<file path="src/rtl/omv_pkg.sv">
// ----------------------------------------------------------------------------
// omv_pkg: shared types and constants for the online mean and variance block
// Holds the fixed field widths, the controller command and status words.
// ----------------------------------------------------------------------------
`default_nettype none

package omv_pkg;

    localparam int SAMPLE_W    = 16;
    localparam int VAR_W       = 48;
    localparam int CNT_OUT_W   = 13;
    localparam int MEAN_W      = 32;
    localparam int SUM_W       = 64;
    localparam int DIFF_W      = 33;
    localparam int DEV_SHIFT   = 12;
    localparam int DEV_W       = DIFF_W - DEV_SHIFT;
    localparam int PROD_W      = 2 * DEV_W;
    localparam int DIVIDEND_W  = 64;
    localparam int STEP_W      = 7;
    localparam int FRAC_EXTRA  = 16;

    // Number of divider steps for the mean update and for the variance.
    localparam logic [STEP_W-1:0] MEAN_STEPS = STEP_W'(DIFF_W);
    localparam logic [STEP_W-1:0] VAR_STEPS  = STEP_W'(DIVIDEND_W);

    // Fewest samples for which a variance is reported.
    localparam int MIN_VAR_COUNT = 2;

    typedef struct packed {
        logic ld_in;
        logic diff;
        logic ovf_set;
        logic div_m;
        logic mean_upd;
        logic dev;
        logic mul;
        logic acc;
        logic div_v;
        logic emit;
    } t_cmd;

    typedef struct packed {
        logic saturated;
        logic last;
        logic div_busy;
        logic var_ok;
        logic out_free;
    } t_sts;

endpackage

`default_nettype wire

</file>
<file path="src/rtl/omv_if.sv">
// ----------------------------------------------------------------------------
// omv_if: stream interfaces for samples and results
// Each carries valid, ready and one word of payload.
// ----------------------------------------------------------------------------
`default_nettype none

interface omv_in_if;
    import omv_pkg::*;

    logic                       valid;
    logic                       ready;
    logic signed [SAMPLE_W-1:0] sample;
    logic                       last;

    modport source (output valid, output sample, output last, input ready);
    modport sink   (input valid, input sample, input last, output ready);
endinterface

interface omv_out_if;
    import omv_pkg::*;

    logic                       valid;
    logic                       ready;
    logic signed [SAMPLE_W-1:0] mean_out;
    logic        [VAR_W-1:0]    variance_out;
    logic        [CNT_OUT_W-1:0] sample_count;
    logic                       overflow;

    modport source (output valid, output mean_out, output variance_out,
                    output sample_count, output overflow, input ready);
    modport sink   (input valid, input mean_out, input variance_out,
                    input sample_count, input overflow, output ready);
endinterface

`default_nettype wire

</file>
<file path="src/rtl/online_mean_variance.sv">
// ----------------------------------------------------------------------------
// online_mean_variance: running mean and population variance of a sample set
// Samples arrive on i_smp, one signed Q8.8 word each, the final word of a set
// flagged by last. One result word leaves on o_res for every flagged word:
// the mean in Q8.8, the variance M2/n scaled by 2^24, the count and the
// overflow flag, after which the statistics return to zero.
// For each sample the mean update divides the deviation by the running count
// in a shared restoring divider at one bit per cycle, followed by sequencing,
// multiply and accumulate; the next word is taken only once these are done.
// A flagged word adds the 64-bit variance division, or skips it when fewer
// than two samples were taken. A sample arriving at the count limit only
// sets the overflow flag.
// The result sits in an output register; the block takes the next set while
// it waits, and holds in its final step only if the receiver still has not
// taken the previous result. Reset is synchronous and clears the statistics
// and the output valid.
// ----------------------------------------------------------------------------
`default_nettype none

module online_mean_variance #(
    parameter int MAX_COUNT = 4096
) (
    input  wire logic i_clk,
    input  wire logic i_rst_n,
    omv_in_if.sink    i_smp,
    omv_out_if.source o_res
);
    import omv_pkg::*;

    localparam logic [CNT_OUT_W-1:0] MAX_CNT_OUT = CNT_OUT_W'(MAX_COUNT);

    t_cmd s_cmd;
    t_sts s_sts;

    omv_ctrl u_ctrl (
        .i_clk      (i_clk),
        .i_rst_n    (i_rst_n),
        .i_in_valid (i_smp.valid),
        .o_in_ready (i_smp.ready),
        .i_sts      (s_sts),
        .o_cmd      (s_cmd)
    );

    omv_dp #(
        .MAX_COUNT (MAX_COUNT)
    ) u_dp (
        .i_clk          (i_clk),
        .i_rst_n        (i_rst_n),
        .i_cmd          (s_cmd),
        .o_sts          (s_sts),
        .i_sample       (i_smp.sample),
        .i_last         (i_smp.last),
        .i_out_ready    (o_res.ready),
        .o_out_valid    (o_res.valid),
        .o_mean_out     (o_res.mean_out),
        .o_variance_out (o_res.variance_out),
        .o_sample_count (o_res.sample_count),
        .o_overflow     (o_res.overflow)
    );

    a_no_back_to_back: assert property (@(posedge i_clk) disable iff (!i_rst_n)
        (i_smp.valid && i_smp.ready) |=> !i_smp.ready)
        else $error("A second word was taken while the first was still in work.");

    a_div_idle_on_start: assert property (@(posedge i_clk) disable iff (!i_rst_n)
        (s_cmd.div_m || s_cmd.div_v) |-> !s_sts.div_busy)
        else $error("The divider was started while busy.");

    a_ovf_at_limit: assert property (@(posedge i_clk) disable iff (!i_rst_n)
        (o_res.valid && o_res.overflow) |-> (o_res.sample_count == MAX_CNT_OUT))
        else $error("Overflow reported with a count below the limit.");

endmodule

`default_nettype wire

</file>
<file path="src/rtl/omv_div.sv">
// ----------------------------------------------------------------------------
// omv_div: iterative unsigned restoring divider
// One quotient bit per cycle; the dividend is left aligned to the step count.
// ----------------------------------------------------------------------------
`default_nettype none

module omv_div #(
    parameter int DIVISOR_W = 13
) (
    input  wire logic                           i_clk,
    input  wire logic                           i_rst_n,
    input  wire logic                           i_start,
    input  wire logic [omv_pkg::DIVIDEND_W-1:0] i_dividend,
    input  wire logic [DIVISOR_W-1:0]           i_divisor,
    input  wire logic [omv_pkg::STEP_W-1:0]     i_steps,
    output      logic                           o_busy,
    output      logic [omv_pkg::DIVIDEND_W-1:0] o_quotient
);
    import omv_pkg::*;

    logic                  r_busy;
    logic [STEP_W-1:0]     r_left;
    logic [DIVIDEND_W-1:0] r_quo;
    logic [DIVISOR_W-1:0]  r_rem;
    logic [DIVISOR_W-1:0]  r_div;
    logic [DIVISOR_W:0]    n_rem_sh;
    logic [DIVISOR_W:0]    n_rem_sub;
    logic                  n_ge;

    assign n_rem_sh  = {r_rem, r_quo[DIVIDEND_W-1]};
    assign n_ge      = n_rem_sh >= {1'b0, r_div};
    assign n_rem_sub = n_rem_sh - {1'b0, r_div};

    always_ff @(posedge i_clk) begin
        if (!i_rst_n) begin
            r_busy <= 1'b0;
            r_left <= '0;
        end else if (i_start) begin
            r_busy <= 1'b1;
            r_left <= i_steps;
        end else if (r_busy) begin
            r_left <= r_left - STEP_W'(1);
            if (r_left == STEP_W'(1)) begin
                r_busy <= 1'b0;
            end
        end
    end

    always_ff @(posedge i_clk) begin
        if (i_start) begin
            r_quo <= i_dividend;
            r_rem <= '0;
            r_div <= i_divisor;
        end else if (r_busy) begin
            r_quo <= {r_quo[DIVIDEND_W-2:0], n_ge};
            r_rem <= n_ge ? n_rem_sub[DIVISOR_W-1:0] : n_rem_sh[DIVISOR_W-1:0];
        end
    end

    assign o_busy     = r_busy;
    assign o_quotient = r_quo;

endmodule

`default_nettype wire

</file>
<file path="src/rtl/omv_dp.sv">
// ----------------------------------------------------------------------------
// omv_dp: datapath of the online mean and variance block
// Holds the running statistics, the deviation and product registers, the
// shared divider and the result register.
// ----------------------------------------------------------------------------
`default_nettype none

module omv_dp #(
    parameter int MAX_COUNT = 4096
) (
    input  wire logic                            i_clk,
    input  wire logic                            i_rst_n,
    input  wire omv_pkg::t_cmd                   i_cmd,
    output      omv_pkg::t_sts                   o_sts,
    input  wire logic signed [omv_pkg::SAMPLE_W-1:0] i_sample,
    input  wire logic                            i_last,
    input  wire logic                            i_out_ready,
    output      logic                            o_out_valid,
    output      logic signed [omv_pkg::SAMPLE_W-1:0] o_mean_out,
    output      logic [omv_pkg::VAR_W-1:0]       o_variance_out,
    output      logic [omv_pkg::CNT_OUT_W-1:0]   o_sample_count,
    output      logic                            o_overflow
);
    import omv_pkg::*;

    localparam int CW = $clog2(MAX_COUNT + 1);

    logic signed [SAMPLE_W-1:0] r_sample;
    logic                       r_last;
    logic [CW-1:0]              r_count;
    logic signed [MEAN_W-1:0]   r_mean;
    logic [SUM_W-1:0]           r_sum;
    logic                       r_ovf;
    logic signed [DIFF_W-1:0]   r_d1;
    logic signed [DIFF_W-1:0]   r_d2;
    logic signed [PROD_W-1:0]   r_prod;

    logic                       r_out_valid;
    logic signed [SAMPLE_W-1:0] r_mean_out;
    logic [VAR_W-1:0]           r_var_out;
    logic [CNT_OUT_W-1:0]       r_cnt_out;
    logic                       r_ovf_out;

    logic signed [DIFF_W-1:0]   n_scaled;
    logic signed [DIFF_W-1:0]   n_d1;
    logic signed [DIFF_W-1:0]   n_d2;
    logic [DIFF_W-1:0]          n_mag;
    logic [DIVIDEND_W-1:0]      n_dividend;
    logic [CW-1:0]              n_divisor;
    logic [STEP_W-1:0]          n_steps;
    logic [DIFF_W:0]            n_q;
    logic [DIFF_W:0]            n_mean_wide;
    logic signed [DEV_W-1:0]    n_dev1;
    logic signed [DEV_W-1:0]    n_dev2;
    logic [DIFF_W-1:0]          n_mean_rnd;
    logic [CW+CNT_OUT_W-1:0]    n_cnt_wide;
    logic                       n_var_ok;
    logic                       n_div_busy;
    logic [DIVIDEND_W-1:0]      n_quotient;

    assign n_scaled = {r_sample[SAMPLE_W-1], r_sample, {FRAC_EXTRA{1'b0}}};
    assign n_d1     = n_scaled - {r_mean[MEAN_W-1], r_mean};
    assign n_d2     = n_scaled - {r_mean[MEAN_W-1], r_mean};
    assign n_mag    = r_d1[DIFF_W-1] ? -r_d1 : r_d1;

    always_comb begin
        if (i_cmd.div_v) begin
            n_dividend = r_sum;
            n_divisor  = r_count;
            n_steps    = VAR_STEPS;
        end else begin
            n_dividend = {n_mag, {(DIVIDEND_W-DIFF_W){1'b0}}};
            n_divisor  = r_count + CW'(1);
            n_steps    = MEAN_STEPS;
        end
    end

    omv_div #(
        .DIVISOR_W (CW)
    ) u_div (
        .i_clk      (i_clk),
        .i_rst_n    (i_rst_n),
        .i_start    (i_cmd.div_m | i_cmd.div_v),
        .i_dividend (n_dividend),
        .i_divisor  (n_divisor),
        .i_steps    (n_steps),
        .o_busy     (n_div_busy),
        .o_quotient (n_quotient)
    );

    assign n_q = r_d1[DIFF_W-1] ? -{1'b0, n_quotient[DIFF_W-1:0]}
                                :  {1'b0, n_quotient[DIFF_W-1:0]};
    assign n_mean_wide = {{2{r_mean[MEAN_W-1]}}, r_mean} + n_q;

    assign n_dev1 = DEV_W'(r_d1 >>> DEV_SHIFT);
    assign n_dev2 = DEV_W'(r_d2 >>> DEV_SHIFT);

    assign n_mean_rnd = {r_mean[MEAN_W-1], r_mean}
                      + (r_mean[MEAN_W-1] ? DIFF_W'((1 << FRAC_EXTRA) - 1) : '0);
    assign n_cnt_wide = {{CNT_OUT_W{1'b0}}, r_count};
    assign n_var_ok   = r_count >= CW'(MIN_VAR_COUNT);

    always_ff @(posedge i_clk) begin
        if (i_cmd.ld_in) begin
            r_sample <= i_sample;
            r_last   <= i_last;
        end
        if (i_cmd.diff) begin
            r_d1 <= n_d1;
        end
        if (i_cmd.dev) begin
            r_d2 <= n_d2;
        end
        if (i_cmd.mul) begin
            r_prod <= n_dev1 * n_dev2;
        end
    end

    always_ff @(posedge i_clk) begin
        if (!i_rst_n) begin
            r_count <= '0;
            r_mean  <= '0;
            r_sum   <= '0;
            r_ovf   <= 1'b0;
        end else if (i_cmd.emit && o_sts.out_free) begin
            r_count <= '0;
            r_mean  <= '0;
            r_sum   <= '0;
            r_ovf   <= 1'b0;
        end else begin
            if (i_cmd.ovf_set) begin
                r_ovf <= 1'b1;
            end
            if (i_cmd.mean_upd) begin
                r_mean  <= n_mean_wide[MEAN_W-1:0];
                r_count <= r_count + CW'(1);
            end
            if (i_cmd.acc && !r_prod[PROD_W-1] && (r_prod != '0)) begin
                r_sum <= r_sum + SUM_W'(unsigned'(r_prod));
            end
        end
    end

    always_ff @(posedge i_clk) begin
        if (!i_rst_n) begin
            r_out_valid <= 1'b0;
        end else if (i_cmd.emit && o_sts.out_free) begin
            r_out_valid <= 1'b1;
        end else if (i_out_ready) begin
            r_out_valid <= 1'b0;
        end
    end

    always_ff @(posedge i_clk) begin
        if (i_cmd.emit && o_sts.out_free) begin
            r_mean_out <= n_mean_rnd[MEAN_W-1:FRAC_EXTRA];
            r_var_out  <= n_var_ok ? n_quotient[VAR_W-1:0] : '0;
            r_cnt_out  <= n_cnt_wide[CNT_OUT_W-1:0];
            r_ovf_out  <= r_ovf;
        end
    end

    assign o_sts.saturated = r_count >= CW'(MAX_COUNT);
    assign o_sts.last      = r_last;
    assign o_sts.div_busy  = n_div_busy;
    assign o_sts.var_ok    = n_var_ok;
    assign o_sts.out_free  = !r_out_valid || i_out_ready;

    assign o_out_valid    = r_out_valid;
    assign o_mean_out     = r_mean_out;
    assign o_variance_out = r_var_out;
    assign o_sample_count = r_cnt_out;
    assign o_overflow     = r_ovf_out;

endmodule

`default_nettype wire

</file>
<file path="src/rtl/omv_ctrl.sv">
// ----------------------------------------------------------------------------
// omv_ctrl: sequencer of the online mean and variance block
// Steps each sample through difference, division, mean, deviation, product
// and accumulation, then the variance division and the result on a last word.
// ----------------------------------------------------------------------------
`default_nettype none

module omv_ctrl (
    input  wire logic          i_clk,
    input  wire logic          i_rst_n,
    input  wire logic          i_in_valid,
    output      logic          o_in_ready,
    input  wire omv_pkg::t_sts i_sts,
    output      omv_pkg::t_cmd o_cmd
);
    import omv_pkg::*;

    typedef enum logic [10:0] {
        S_IDLE   = 11'b00000000001,
        S_DIFF   = 11'b00000000010,
        S_DIV_M  = 11'b00000000100,
        S_WAIT_M = 11'b00000001000,
        S_MEAN   = 11'b00000010000,
        S_DEV    = 11'b00000100000,
        S_MUL    = 11'b00001000000,
        S_ACC    = 11'b00010000000,
        S_DIV_V  = 11'b00100000000,
        S_WAIT_V = 11'b01000000000,
        S_EMIT   = 11'b10000000000
    } t_state;

    t_state r_state;
    t_state n_state;
    t_state n_after;

    always_comb begin
        if (!i_sts.last) begin
            n_after = S_IDLE;
        end else if (i_sts.var_ok) begin
            n_after = S_DIV_V;
        end else begin
            n_after = S_EMIT;
        end
    end

    always_comb begin
        o_cmd   = '0;
        n_state = r_state;
        case (r_state)
            S_IDLE: begin
                o_cmd.ld_in = i_in_valid;
                if (i_in_valid) begin
                    n_state = S_DIFF;
                end
            end
            S_DIFF: begin
                o_cmd.diff = 1'b1;
                if (i_sts.saturated) begin
                    o_cmd.ovf_set = 1'b1;
                    n_state       = n_after;
                end else begin
                    n_state = S_DIV_M;
                end
            end
            S_DIV_M: begin
                o_cmd.div_m = 1'b1;
                n_state     = S_WAIT_M;
            end
            S_WAIT_M: begin
                if (!i_sts.div_busy) begin
                    n_state = S_MEAN;
                end
            end
            S_MEAN: begin
                o_cmd.mean_upd = 1'b1;
                n_state        = S_DEV;
            end
            S_DEV: begin
                o_cmd.dev = 1'b1;
                n_state   = S_MUL;
            end
            S_MUL: begin
                o_cmd.mul = 1'b1;
                n_state   = S_ACC;
            end
            S_ACC: begin
                o_cmd.acc = 1'b1;
                n_state   = n_after;
            end
            S_DIV_V: begin
                o_cmd.div_v = 1'b1;
                n_state     = S_WAIT_V;
            end
            S_WAIT_V: begin
                if (!i_sts.div_busy) begin
                    n_state = S_EMIT;
                end
            end
            S_EMIT: begin
                o_cmd.emit = 1'b1;
                if (i_sts.out_free) begin
                    n_state = S_IDLE;
                end
            end
            default: begin
                n_state = S_IDLE;
            end
        endcase
    end

    always_ff @(posedge i_clk) begin
        if (!i_rst_n) begin
            r_state <= S_IDLE;
        end else begin
            r_state <= n_state;
        end
    end

    assign o_in_ready = (r_state == S_IDLE);

endmodule

`default_nettype wire
</file>
<file path="src/flat_wrapper.sv">
// flat-port wrapper written by rule: the top's interface ports become plain ports
module online_mean_variance_flat import omv_pkg::*;
#(
    parameter int MAX_COUNT = 4096
)
  (i_clk, i_rst_n, i_smp_valid, i_smp_sample, i_smp_last, i_smp_ready, o_res_valid, o_res_mean_out, o_res_variance_out, o_res_sample_count, o_res_overflow, o_res_ready);
  omv_in_if i_smp_i ();
  omv_out_if o_res_i ();
  input  wire logic i_clk;
  input  wire logic i_rst_n;
  input wire logic [$bits(i_smp_i.valid)-1:0] i_smp_valid;
  input wire logic [$bits(i_smp_i.sample)-1:0] i_smp_sample;
  input wire logic [$bits(i_smp_i.last)-1:0] i_smp_last;
  output wire logic [$bits(i_smp_i.ready)-1:0] i_smp_ready;
  output wire logic [$bits(o_res_i.valid)-1:0] o_res_valid;
  output wire logic [$bits(o_res_i.mean_out)-1:0] o_res_mean_out;
  output wire logic [$bits(o_res_i.variance_out)-1:0] o_res_variance_out;
  output wire logic [$bits(o_res_i.sample_count)-1:0] o_res_sample_count;
  output wire logic [$bits(o_res_i.overflow)-1:0] o_res_overflow;
  input wire logic [$bits(o_res_i.ready)-1:0] o_res_ready;
  assign i_smp_i.valid = i_smp_valid;
  assign i_smp_i.sample = i_smp_sample;
  assign i_smp_i.last = i_smp_last;
  assign i_smp_ready = i_smp_i.ready;
  assign o_res_valid = o_res_i.valid;
  assign o_res_mean_out = o_res_i.mean_out;
  assign o_res_variance_out = o_res_i.variance_out;
  assign o_res_sample_count = o_res_i.sample_count;
  assign o_res_overflow = o_res_i.overflow;
  assign o_res_i.ready = o_res_ready;
  online_mean_variance #(.MAX_COUNT(MAX_COUNT)) u_core (.i_clk(i_clk), .i_rst_n(i_rst_n), .i_smp(i_smp_i), .o_res(o_res_i));
endmodule
</file>
<file path="config.mk">
export PLATFORM = sky130hd
export DESIGN_NAME = online_mean_variance_flat
export DESIGN_NICKNAME = d
export VERILOG_FILES = /design/src/rtl/omv_pkg.sv /design/src/rtl/omv_if.sv /design/src/rtl/online_mean_variance.sv /design/src/rtl/omv_div.sv /design/src/rtl/omv_dp.sv /design/src/rtl/omv_ctrl.sv /design/src/flat_wrapper.sv
export SDC_FILE = /design/constraint.sdc
export NUM_CORES = 2
export LEC_CHECK = 0
export ABC_AREA = 1
export BUFFER_PORTS_ARGS = -buffer_cell sky130_fd_sc_hd__buf_2
export CELL_PAD_IN_SITES_DETAIL_PLACEMENT = 1
export CELL_PAD_IN_SITES_GLOBAL_PLACEMENT = 1
export CORE_MARGIN = 5
export CORE_UTILIZATION = 30
export DETAILED_ROUTE_END_ITERATION = 8
export PLACE_DENSITY_LB_ADDON = 0.1
export SLEW_MARGIN = 40
export SYNTH_ARGS = -nofsm -noshare
export SYNTH_HDL_FRONTEND = slang
export SYNTH_HIERARCHICAL = 1
export SYNTH_SLANG_ARGS = --single-unit
</file>
<file path="constraint.sdc">
create_clock -name i_clk -period 7.8 [get_ports i_clk]
set_input_delay 0.78 -clock i_clk [delete_from_list [all_inputs] [get_ports i_clk]]
set_output_delay 0.78 -clock i_clk [all_outputs]
set_load 0.005 [all_outputs]
</file>
==> results.txt <==
----------------------------------------------------
[Floorplan]
  Area of the core region ... around 150,000 µm²
  Chip height ... slightly below 400 µm
  Width of the chip ... roughly 400 µm
  Area of the die ... 157,300 µm²
  Standard-cell row count ... 141
  Initial core utilization ... 0.3026
  Ports placed on the boundary ... between 100 and 150

[Clock network]
  Setup Fix Bufs, Post-CTS ... 0
  Clock root buffer ... clkbuf_16
  Worst-Skew Late Latency ... roughly 0.67 ns
  Clock transition at path regs ... about 0.070 ns
  TritonCTS clock tree ... done
  Clock tree buffer depth ... 3
  H-tree Lvls ... 2
  Cts bufs inserted ... 56
  Cts repair resizes ... 0
  CTS Hold Bufs ... 0
  CTS sink cnt ... roughly 400

[Global route]
  Total congestion overflow after global routing ... 0
  Met3 track utilization from global routing ... 0.02598
  Routing usage on met1 ... 0.2896
  Fraction of met2 tracks used by global routing ... 0.3664
  Gr busiest metal ... met2
  First-pass GRT wire length ... around 260,000 µm
  Vias in the first global route ... 41,310
  Antenna violations before repair ... 6
  Total GRT Usage ... 0.2149
  Pin count of the biggest net entering global routing ... approximately 110

[Final layout]
  Fin nets ... approximately 6,900
  Cell Count, Final, Fillers Out ... between 8,000 and 9,000
  Share of final-layout standard cells stronger than drive strength 1 ... 0.06356
  Syn-to-layout area delta ... 10.52%

[Critical path]
  Critical path's largest stage delay ... 0.76 ns
  WP buf/inv ... 7
  Critical-path top delay cell ... edfxtp_1
  Worst setup SP type ... flop
  Top delay family on crit path ... adder cells
  Most used cell, CP ... fa_1
  Worst endpoint required time ... 8.18 ns
  Critical path fanouts, max ... 12
  Arr. time, crit path ... between 7 and 8 ns
  Critical path capture point type ... flop
  Type of the worst setup path ... flop to flop
  Series of cell instances along the critical path ... buf_6 -> nand2_1 -> fa_1 -> fa_1 -> inv_1 -> fa_1 -> inv_1 -> fa_1 -> inv_1 -> fa_1 -> inv_1 -> fa_1 -> fa_1 -> inv_1 -> ha_1 -> nand2_1 -> nor2_1 -> inv_1 -> nor4_1 -> o21ai_0 -> nand3_1 -> xor2_1

[Timing]
  Max_slew headroom ... 0.4113
  Shortest clock period the worst path allows after layout ... slightly above 7 ns
  Final hold violation count ... 0
  Post-route setup TNS ... 0 ns
  RSZ-0062 raised after global routing ... no
  Max Clock Skew ... 0.03621 ns
  Worst slew pin tran ... about 0.88 ns
  Max-slew violations ... 0
  FMAX ... roughly 140 MHz
  Setup-violating endpoint count in the final report ... 0
  Fraction of the cycle the final worst path needs ... 0.9243

[Power]
  Relative contribution of sequential cells to total power ... 0.229
  Clk pwr share ... 0.230
  Power per cell area ... between 200 and 250 nW/µm²
  Combinational fraction of design power ... 0.541
  Static leakage power ... approximately 26 nW
  IR Drop Worst-Case VDD ... ~190 µV
  Switching power ... 0.005271 W
  Internal power component ... ~0.006 W
  Sw Ratio ... 0.4633

[Yosys]
  Flip-flop cell with the highest count after synthesis ... edfxtp_1
  Sequential area share after synthesis ... 0.2433
  Asr flop ratio synth ... 0
  Number of storage elements in the synthesis netlist ... roughly 410
  Post-synthesis cell area ... ~45,000 µm²
  YS warnings ... 6
  Distinct cell type count of the synthesized netlist ... between 60 and 70
  Post-synth EDFFs ... between 200 and 300
  Mean instance size in the synthesized netlist ... 7.333 µm²
  Post-synthesis instance total ... about 6,100

[Hold path]
  Kind of path behind the tightest hold check ... input pin to flop

[Detailed routing]
  Drc violations ... 0
  Violation count after the first detailed-routing iteration ... ~2,200
  Total Routed Length ... between 150,000 and 200,000 µm
  Vias after detailed routing ... about 39,000
  Routed wirelength normalized by instance count ... between 20 and 25 µm
  Remaining antenna violation count ... 0
  Initial DRT Pass Iterations ... 5
  Average vias per placed instance ... around 4.7

[Placement]
  Placed instance count ... between 8,000 and 9,000
  Final Wtd Congestion ... between 0.8 and 0.9
  HPWL reported at the end of detailed placement ... between 100,000 and 150,000 µm
  Number of I/O port buffers ... 100

[Run status]
  Status ... complete, no violations

[Flow run]
  Maximum capacitance violations ... 0

----------------------------------------------------
-- power by group through the flow --
| stage | registers [W] | clock network [W] | logic, W |
|---|---|---|---|
| final | 0.00261 | 0.00262 | 0.00615 |
| after CTS | 0.00261 | 0.00272 | 0.00628 |
| after global placement | 0.00265 | 0 | 0.00620 |
| after floorplan | 0.00264 | 0 | 0.00422 |
| after detailed placement | 0.00266 | 0 | 0.00624 |
| after global routing | 0.00261 | 0.00280 | 0.00697 |
-- area by class of cell --
class | count | area, µm²
Fill cell | 18300 | 98630
Antenna cell | 1 | 2.502
Timing Repair Buffer | 182 | 1159
Multi-Input combinational cell | 4087 | 27800
Clock buffer | 74 | 1583
Clock inverter | 32 | 260.3
Tap cell | 1930 | 2415
Inverter | 1444 | 5435
Sequential cell | 411 | 10910
-- placed cells by master (no fill, tap or decap), types with 6 or more instances in the layout --
master / n
nand3_2: 17
nand3_1: 237
dfxtp_1: 143
and3_1: 6
nor2_1: 552
o31ai_1: 6
nor3_2: 8
nand2_2: 19
xor2_1: 129
nor4_1: 14
o21ai_1: 18
edfxtp_1: 268
a31oi_1: 17
clkbuf_1: 10
nand2_1: 1613
xnor2_1: 39
a21boi_0: 7
o21bai_1: 23
nand4_1: 71
inv_2: 19
buf_2: 100
clkinv_2: 13
inv_1: 1417
nor3_1: 50
fa_1: 462
a21oi_1: 258
nor2_4: 6
clkbuf_16: 59
buf_4: 75
nand3b_1: 6
nor2_2: 25
a21o_1: 22
clkinv_1: 9
ha_1: 235
o21ai_0: 193
-- final timing paths --
check	startpoint	end	slack [ns]	depth (start not counted)
worst min register to register	u_core/u_dp/r_ovf	u_core/u_dp/o_overflow	0.46	0
worst max-delay path	u_core/u_dp/r_d2[17]	u_core/u_dp/r_prod[37]	0.59	22
worst min-delay path	i_smp_sample[0]	u_core/u_dp/r_sample[0]	0.29	1
worst max register to register	u_core/u_dp/r_d2[17]	u_core/u_dp/r_prod[37]	0.59	22
-- worst reg2reg max path: cells and delay by family (launching register included) --
kind / cells / cell delay, ns
xor gates and xnor gates: 1 / 0.08
adders and majority gates: 8 / 3.90
DFF: 1 / 0.76
and+or+nand+nor: 5 / 1.00
buffers and inverters: 7 / 1.03
AOI/OAI and AO/OA: 1 / 0.16
-- Yosys cell counts, types with 51 or more instances --
| cell | count | area share |
|---|---|---|
| clkbuf_1 | 139 | 0.012 |
| nand2_1 | 1613 | 0.14 |
| o21ai_0 | 193 | 0.022 |
| dfxtp_1 | 143 | 0.064 |
| xor2_1 | 129 | 0.025 |
| nand4_1 | 71 | 0.0099 |
| inv_1 | 1424 | 0.12 |
| fa_1 | 462 | 0.21 |
| nor2_1 | 553 | 0.046 |
| nand3_1 | 237 | 0.026 |
| a21oi_1 | 258 | 0.029 |
| edfxtp_1 | 268 | 0.18 |
| nor3_1 | 51 | 0.0057 |
| ha_1 | 235 | 0.066 |
-- logic make-up after synthesis --
| logic type | after synthesis | share of synthesized area |
|---|---|---|
| AND/OR/NAND/NOR | 2649 | 0.2451 |
| XOR/XNOR | 168 | 0.03281 |
| flip-flops | 411 | 0.2433 |
| adder cells (fa/ha/maj) | 697 | 0.2718 |
| other | 1 | 0.00008362 |
| buffers and inverters | 1620 | 0.1375 |
| AO/OA/AOI/OAI | 569 | 0.06942 |
-- metrics by stage --
step	setup WS, ns	area [µm²]	power (W)	hold WS, ns	util
after floorplan	1.039	44860	0.006861	0.4090	-
after global routing	0.1764	49560	0.01238	0.2515	0.3344
after CTS	0.5148	49540	0.01160	0.2316	0.3343
after global placement	0.5573	47630	0.008858	0.4417	0.3214
after detailed placement	0.5846	47700	0.008900	0.4497	0.3219
final	0.5904	49560	0.01138	0.2897	0.3344
-- per-layer routing --
metal  up-vias  routed length, µm
li1      18660                  -
met1     19210              79280
met2       599              80420
met3       172               6561
met4         0               4665
met5         -                  0
-- flip-flops by register name (all words and copies together), names as in the netlist, 11 cells and up --
| register | cells |
|---|---|
| u_core/u_dp/r_sum | 64 |
| u_core/u_dp/u_div/o_quotient | 64 |
| u_core/u_dp/o_variance_out | 48 |
| u_core/u_dp/r_prod | 42 |
| u_core/u_dp/r_d1 | 33 |
| u_core/u_dp/r_mean | 32 |
| u_core/u_dp/r_d2 | 21 |
| u_core/u_dp/o_mean_out | 16 |
| u_core/u_dp/r_sample | 16 |
| u_core/u_dp/o_sample_count | 13 |
| u_core/u_dp/r_count | 13 |
| u_core/u_dp/u_div/r_div | 13 |
| u_core/u_dp/u_div/r_rem | 13 |
| u_core/u_ctrl/r_state | 11 |
Power figures use the tool's default switching activity.
